### src/rtl/core/baa_pkg.sv
// Shared types, codes and constants of the bump arena allocator.
package baa_pkg;

    localparam int POOL_TYPES_DEF = 16;
    localparam int SLOTS_PER_POOL_DEF = 64;

    typedef enum logic [3:0] {
        OP_ALLOC    = 4'd0,
        OP_LEGACY   = 4'd1,
        OP_ALIGNED  = 4'd2,
        OP_BUFFER   = 4'd3,
        OP_USED     = 4'd4,
        OP_RELEASE  = 4'd5,
        OP_RESET    = 4'd6,
        OP_FREE     = 4'd7,
        OP_POOL     = 4'd8
    } op_t;

    typedef enum logic [1:0] {
        ST_OK      = 2'd0,
        ST_INVALID = 2'd1,
        ST_OOM     = 2'd2,
        ST_FULL    = 2'd3
    } status_t;

    localparam logic [1:0] REG_ARENA_BASE   = 2'd0;
    localparam logic [1:0] REG_INITIAL_TOP  = 2'd1;
    localparam logic [1:0] REG_MEMORY_LIMIT = 2'd2;

    localparam logic [32:0] BUF_HDR_BYTES = 33'd16;

    typedef struct packed {
        logic [3:0]  operation;
        logic [31:0] request_size;
        logic [31:0] alignment;
        logic [31:0] release_mark;
        logic [63:0] pool_key;
        logic [31:0] slot_bytes;
    } req_t;

    typedef struct packed {
        logic [31:0] result_value;
        logic [1:0]  status;
    } rsp_t;

    // controller -> datapath commands
    typedef struct packed {
        logic load;       // capture request
        logic arena_op;   // execute a non-pool operation
        logic probe_rd;   // read table entry at probe index
        logic probe_cmp;  // evaluate read entry
        logic pool_fin;   // finish pool op
        logic mul_step;   // pool size multiply
        logic done;       // present result
    } cmd_t;

    // datapath -> controller status
    typedef struct packed {
        logic is_pool;
        logic hit;        // empty or matching entry
        logic last_probe;
    } sts_t;

endpackage

### src/rtl/core/baa_ctrl.sv
// Controller state machine of the allocator.
module baa_ctrl
    import baa_pkg::*;
(
    input  logic clk,
    input  logic rst_n,
    input  logic start,
    input  sts_t sts,
    output logic busy,
    output cmd_t cmd
);
    typedef enum logic [6:0] {
        S_IDLE  = 7'b0000001,
        S_EXEC  = 7'b0000010,
        S_RD    = 7'b0000100,
        S_CMP   = 7'b0001000,
        S_MUL   = 7'b0010000,
        S_FIN   = 7'b0100000,
        S_DONE  = 7'b1000000
    } state_t;

    state_t state_reg, state_next;

    always_ff @(posedge clk or negedge rst_n)
    begin
        if (!rst_n)
        begin
            state_reg <= S_IDLE;
        end
        else
        begin
            state_reg <= state_next;
        end
    end

    always_comb
    begin
        state_next = state_reg;
        cmd = '0;
        busy = (state_reg != S_IDLE);
        unique case (state_reg)
            S_IDLE:
            begin
                cmd.load = start;
                if (start)
                begin
                    state_next = S_EXEC;
                end
            end
            S_EXEC:
            begin
                if (sts.is_pool)
                begin
                    cmd.probe_rd = 1'b1;
                    state_next = S_RD;
                end
                else
                begin
                    cmd.arena_op = 1'b1;
                    state_next = S_DONE;
                end
            end
            S_RD:
            begin
                state_next = S_CMP;
            end
            S_CMP:
            begin
                cmd.probe_cmp = 1'b1;
                if (sts.hit || sts.last_probe)
                begin
                    state_next = S_MUL;
                end
                else
                begin
                    cmd.probe_rd = 1'b1;
                    state_next = S_RD;
                end
            end
            S_MUL:
            begin
                cmd.mul_step = 1'b1;
                state_next = S_FIN;
            end
            S_FIN:
            begin
                cmd.pool_fin = 1'b1;
                state_next = S_DONE;
            end
            S_DONE:
            begin
                cmd.done = 1'b1;
                state_next = S_IDLE;
            end
            default:
            begin
                state_next = S_IDLE;
            end
        endcase
    end
endmodule

### config.mk
export PLATFORM = sky130hd
export DESIGN_NAME = baa_ctrl
export DESIGN_NICKNAME = d
export VERILOG_FILES = /design/src/rtl/core/baa_pkg.sv /design/src/rtl/core/baa_ctrl.sv
export SDC_FILE = /design/constraint.sdc
export NUM_CORES = 1
export LEC_CHECK = 0
export ABC_AREA = 1
export BUFFER_PORTS_ARGS = -buffer_cell sky130_fd_sc_hd__buf_2
export CORE_MARGIN = 4
export CORE_UTILIZATION = 30
export DETAILED_ROUTE_END_ITERATION = 12
export HOLD_SLACK_MARGIN = 0.12
export PLACE_DENSITY_LB_ADDON = 0.05
export SYNTH_ARGS = -nofsm -noshare
export SYNTH_HDL_FRONTEND = slang
export SYNTH_SLANG_ARGS = --single-unit
### constraint.sdc
create_clock -name clk -period 1.2 [get_ports clk]
set_input_delay 0 -clock clk [delete_from_list [all_inputs] [get_ports clk]]
set_output_delay 0 -clock clk [all_outputs]
set_load 0.1 [all_outputs]
==> results.md, run 1 <==
- DRC Markers: 0
- Hold Path Sink: state_reg[2]
- TritonRoute pass-1 iters: 4
- Total power: 1.89 mW
- Clock Path Buffers: 2
- Unique cell type count in the Yosys netlist: 15
- Crit Path Class: reg -> out
- Total number of vias: 466
- Routed WL per cell: 11.4 um
- Fin util: 73.9%
- Non-Filler Instances: 107
- Placed cells: 90
- Number of flops mapped to enable cells by yosys: 0
- Worst flop-to-flop path startpoint: state_reg[0]
- Die area: 0.00206 sq mm
- CP Data Required Time: 1200 ps
- Status: finished, violations left
- Vias in the first global route: 461
- Die Y: 45.4 um
- Post-Syn Area: 420 sq um
- Sequential share of the synthesized area: 42.0%
- R2R Setup Slk: -90 ps
- Final Worst Setup Slack: -284 ps
- Yosys reg bits: 7
- Slew Viols, Final: 0
- Clk_skew: 1.54 ps
- Cells after Synth: 54
- Leakage Power: 0.443 nW
- CP Capture Type: primary output
- Num ports: 14
- Most frequent cells in the layout: 12 x nor2_4, 10 x buf_4, 8 x buf_12
- RePlAce Congestion: 0.683
- Row count: 13
- Fmax achieved: 674 MHz
- Fillers: 93
- Hold crit path type: in -> reg
- H-tree levels: 1
- Synth Warn #: 0
- GRT overflow: 0
- Post-Syn Nets: 60
- Violated checks: negative setup slack
- Largest net degree at the start of global routing: 7
- Critical Path Source Type: flip-flop
- Initial antenna violation count: 0
- R2R cell count: 8
- Max Cap Viol: 0
- CTS Buf Count: 3
- Number of port buffers: 13
- Async SR Flop Fraction: 100%
- Initial core utilization: 31.9%
- Nets@finish: 99
- R2r endpoint: state_reg[0]
- Core footprint: 0.00132 sq mm
- Layout area overhead: 132%
- Hold Fails Final Rpt: 0
- Layout cell share with drive strength beyond 1: 71.7%
- Main synth FF type: dfrtp_1
- TritonCTS clock tree: yes
- Crit-path max FO: 5
- Global-route wire length before repair: 1930 um
- Worst slew pin tran: 306 ps
- Critical Path AT: 1480 ps
- GRT Util Overall: 13.2%
- Maximum vdd ir drop: 2.48 mV
- Hold_sp: sts[1]
- Hold Slack: 159 ps
- DP HPWL: 798 um
- CTS Root Cell: clkbuf_4
- Post-route ant nets: 0
- Tcrit/Tclk final: 124%
- Via density: 4.36
- Die width: 45.4 um
- Cell area power density: 1940 mW/mm^2
- Inserted Diodes: 0
- DRT Wirelength: 1220 um
- RSZ-0062 raised after global routing: yes
- Most common cell after layout, fill and taps aside: nor2_4
- Clock transition at path regs: 50 ps
- Clk sinks: 7
- Clock Latency Late Sink: 250 ps
- DR iter-0 viols: 7
- Tmin final: 1480 ps
- Max reg flops: 7
- Mean Syn Cell Area: 7.79 sq um
- WHS Path Cells: 5
- Finish-stage setup viols: 11
- Slew headroom: 79.5%
[metrics by stage]
step | TNS [ps] | setup slack, ps | instance area [sq um]
after floorplan | -1860 | -429 | 507
after global placement | -114 | -44.4 | 768
after detailed placement | -124 | -56.1 | 768
after CTS | -1870 | -252 | 893
after global routing | -2880 | -388 | 973
final | -2040 | -284 | 973
[cells in the mapped netlist, types with 2 or more instances]
cell	n	area, sq um
nor2_2	6	37.5
nor2_1	13	48.8
inv_1	5	18.8
nor2_4	3	33.8
nand2_1	11	41.3
dfrtp_1	6	150
inv_2	2	7.51
[power by group]
part / internal [mW] / switching (mW) / total, mW
combinational: 0.501 / 0.838 / 1.34
sequential: 0.291 / 0.0437 / 0.334
clock: 0.127 / 0.0903 / 0.217
total: 0.919 / 0.972 / 1.89
[logic make-up (layout without fill, tap and decap cells)]
group,after synthesis,count (layout),synth area share [%]
AND/OR/NAND/NOR,39,39,48.8
flip-flops,7,7,42.0
buffers and inverters,7,45,6.25
AO/OA/AOI/OAI,1,1,2.98
[worst max-delay path, stage by stage, from the launching register on]
cell and delay [ps]:
dfrtp_1 400, nor2_2 170, nand2_4 110, nor2_4 170
nand2_2 120, nand2_8 90, buf_12 160
[worst max path at each step]
stage,end,from,cells past startpoint,slack (ps)
2_1_floorplan,cmd[0],state_reg[1],3,-430
3_3_place_gp,cmd[6],state_reg[0],7,-40
3_5_place_dp,cmd[6],state_reg[0],7,-60
4_1_cts,cmd[6],state_reg[0],7,-250
5_1_grt,cmd[6],state_reg[0],7,-390
6_report,cmd[4],state_reg[4],6,-280
[routing by layer]
layer	GRT usage [%]	share of wire (%)	vias to the layer above	routed length [um]
met5	0	0	-	0
met4	3.51	2.5	0	31
met3	5.14	6.7	6	82
met2	19.8	45	20	549
met1	17.5	45	201	552
li1	-	-	239	-
[repair_timing]
item	in CTS	in global routing
gates resized for setup	7	16
pin swaps	9	13
endpoints found under the setup margin	9	10
gates cloned	0	0
endpoints found under the hold margin	11	0
hold buffers	4	0
setup buffers	5	5
[final cells by class]
type	count	area (sq um)	area share [%]
inverters	7	33.8	3.47
well taps	15	18.8	1.93
repair buffers	34	379	38.9
multi-input cells	40	339	34.8
clock buffers	4	26.3	2.70
flip-flops and latches	7	176	18.1
Power figures use the tool's default switching activity.
==> inputs of run 2 (changes only) <==
--- a/config.mk
+++ b/config.mk
@@ -10,6 +10,7 @@
 export CORE_MARGIN = 4
 export CORE_UTILIZATION = 30
 export DETAILED_ROUTE_END_ITERATION = 12
+export GPL_TIMING_DRIVEN = 0
 export HOLD_SLACK_MARGIN = 0.12
 export PLACE_DENSITY_LB_ADDON = 0.05
 export SYNTH_ARGS = -nofsm -noshare
==> run 2 against run 1 <==
The flow still finishes with violations (negative setup slack). Worst setup slack lost 22 ps. Sequential power grew 5%. Maximum frequency shrank 1.5%. Register-to-register slack lost 90 ps. Non-clock buffer count shrank 6. Final cell count shrank 5.6%. Critical path type unchanged.
==> results.md, run 2 (same netlist as run 1, synthesis figures left out) <==
- CP Cell Sequence: nor2_4, nand2_2, nor2_4, nand2_4, nand2_8, buf_12 (was nor2_2, nand2_4, nor2_4, nand2_2, nand2_8, buf_12)
- Clock transition at path regs: 50 ps (about the same)
- WHS Path Cells: 4 (was 5)
- CP delay by family, top: simple AND/OR/NAND/NOR gates (unchanged)
- Vias in the first global route: 447 (was 461)
- Clk_skew: 0.939 ps (was 1.54 ps)
- Tcrit/Tclk final: 126% (was 124%)
- Non-Filler Instances: 101 (was 107)
- Global-route wire length before repair: 1850 um (was 1930 um)
- CP peak stage delay: 430 ps (was 400 ps)
- Inserted Diodes: 0 (unchanged)
- Setup WS pre-CTS: -325 ps (was -56.1 ps)
- Worst slew pin tran: 298 ps (was 306 ps)
- Via density: 4.36 (about the same)
- Initial core utilization: 31.9% (unchanged)
- Die width: 45.4 um (unchanged)
- TritonRoute pass-1 iters: 4 (unchanged)
- R2R cell count: 9 (was 8)
- Buf+Inv Stages, Crit Path: 1 (unchanged)
- GRT Util Overall: 12.9% (was 13.2%)
- Die Y: 45.4 um (unchanged)
- Slew headroom: 80.1% (was 79.5%)
- Max reg flops: 7 (unchanged)
- Largest net degree at the start of global routing: 7 (unchanged)
- Post-route ant nets: 0 (unchanged)
- Number of port buffers: 13 (unchanged)
- Nets@finish: 93 (was 99)
- Layout area overhead: 110% (was 132%)
- Violated checks: negative setup slack (unchanged)
- RePlAce Congestion: 0.634 (was 0.683)
- Row count: 13 (unchanged)
- Cts hold-fix bufs: 4 (unchanged)
- Hold Fails Final Rpt: 0 (unchanged)
- Clock Path Buffers: 2 (unchanged)
- Hold crit path type: in -> reg (unchanged)
- H-tree levels: 1 (unchanged)
- TritonCTS clock tree: yes (unchanged)
- Critical Path AT: 1510 ps (was 1480 ps)
- Num ports: 14 (unchanged)
- CP max-delay cell: dfrtp_2 (was dfrtp_1)
- CTS Buf Count: 3 (unchanged)
- Core footprint: 0.00132 sq mm (unchanged)
- WP depth: 6 (unchanged)
- Cell area power density: 2070 mW/mm^2 (was 1940 mW/mm^2)
- Placed cells: 82 (was 90)
- CP Data Required Time: 1200 ps (about the same)
- DP HPWL: 751 um (was 798 um)
- RSZ-0062 raised after global routing: yes (unchanged)
- DRT Wirelength: 1120 um (was 1220 um)
- Status: finished, violations left (unchanged)
- Most common cell on crit path: nor2_4
- Fin util: 67.1% (was 73.9%)
- Final Worst Setup Slack: -307 ps (was -284 ps)
- Slew Viols, Final: 0 (unchanged)
- Initial antenna violation count: 0 (unchanged)
- Maximum vdd ir drop: 2.07 mV (was 2.48 mV)
- Die area: 0.00206 sq mm (unchanged)
- Clock Latency Late Sink: 250 ps (about the same)
- Final instance area: 885 sq um (was 973 sq um)
- Instance area at placement: 591 sq um (was 768 sq um)
- Crit-path max FO: 3 (was 5)
- GRT overflow: 0 (unchanged)
- Most frequent cells in the layout: 10 x nor2_1, 10 x nor2_4, 9 x buf_4 (was 12 x nor2_4, 10 x buf_4, 8 x buf_12)
- Finish-stage setup viols: 9 (was 11)
- Critical Path Source Type: flip-flop (unchanged)
- CP Capture Type: primary output (unchanged)
- Setup TNS: -2320 ps (was -2040 ps)
- Layout cell share with drive strength beyond 1: 67.4% (was 71.7%)
- Fmax achieved: 664 MHz (was 674 MHz)
- Routed WL per cell: 11.1 um (was 11.4 um)
- Tmin final: 1510 ps (was 1480 ps)
- DRC Markers: 0 (unchanged)
- Hold Slack: 64.0 ps (was 159 ps)
- DR iter-0 viols: 7 (unchanged)
- Max Cap Viol: 0 (unchanged)
- Crit Path Class: reg -> out (unchanged)
- Total power: 1.83 mW (was 1.89 mW)
- Total number of vias: 440 (was 466)
- CTS Root Cell: clkbuf_4 (unchanged)
- Clk sinks: 7 (unchanged)
- Leakage Power: 0.405 nW (was 0.443 nW)
run 2: cell count changes in the layout (fill, tap and decap cells not counted), moves of 3 or more:
| cell | previous run | this run |
|---|---|---|
| nor2_1 | 6 | 10 |
| buf_6 | 7 | 4 |
| dfrtp_1 | 6 | 3 |
| dfrtp_2 | 0 | 3 |
| nand2_2 | 6 | 3 |
run 2: repair_timing:
action / 4_1_cts / 5_1_grt
gates resized for setup: 32 / 11
endpoints found under the setup margin: 9 / 10
buffers inserted: 3 / 8
endpoints found under the hold margin: 11 / 1
pin swaps: 7 / 14
run 2: path summary, 6_finish.rpt:
check	startpoint	to	slack (ps)
hold / removal	sts[1]	state_reg[2]	60
max in group asynchronous	rst_n	state_reg[1]	240
setup / recovery	state_reg[1]	cmd[4]	-310
hold reg to reg	state_reg[6]	state_reg[5]	600
setup reg to reg	state_reg[0]	state_reg[0]	-180
min in group asynchronous	rst_n	state_reg[0]	220
run 2: metal layers:
layer | share of wire, % | vias to the layer above | global-route usage, %
li1 | - | 226 | -
met5 | 0 | - | 0
met4 | 2.0 | 0 | 8.77
met3 | 6.4 | 2 | 3.56
met1 | 45 | 196 | 17.6
met2 | 47 | 16 | 17.3
run 2: report_power, final:
part	switching, mW	leakage [nW]	internal [mW]
Clock	0.0862	0.0150	0.127
Sequential	0.0556	0.0884	0.295
Combinational	0.794	0.301	0.477
run 2: area by class of cell:
class	instances	area, sq um
Fill cell	119	433
Multi-Input combinational cell	40	328
Tap cell	15	18.8
Timing Repair Buffer	28	298
Inverter	7	33.8
Clock buffer	4	26.3
Sequential cell	7	180
run 2: worst register-to-register path, delay by kind of cell, from the launching register on:
family | cells | cell delay, ps
and+or+nand+nor | 6 | 490
DFF | 1 | 560
buffers and inverters | 3 | 280
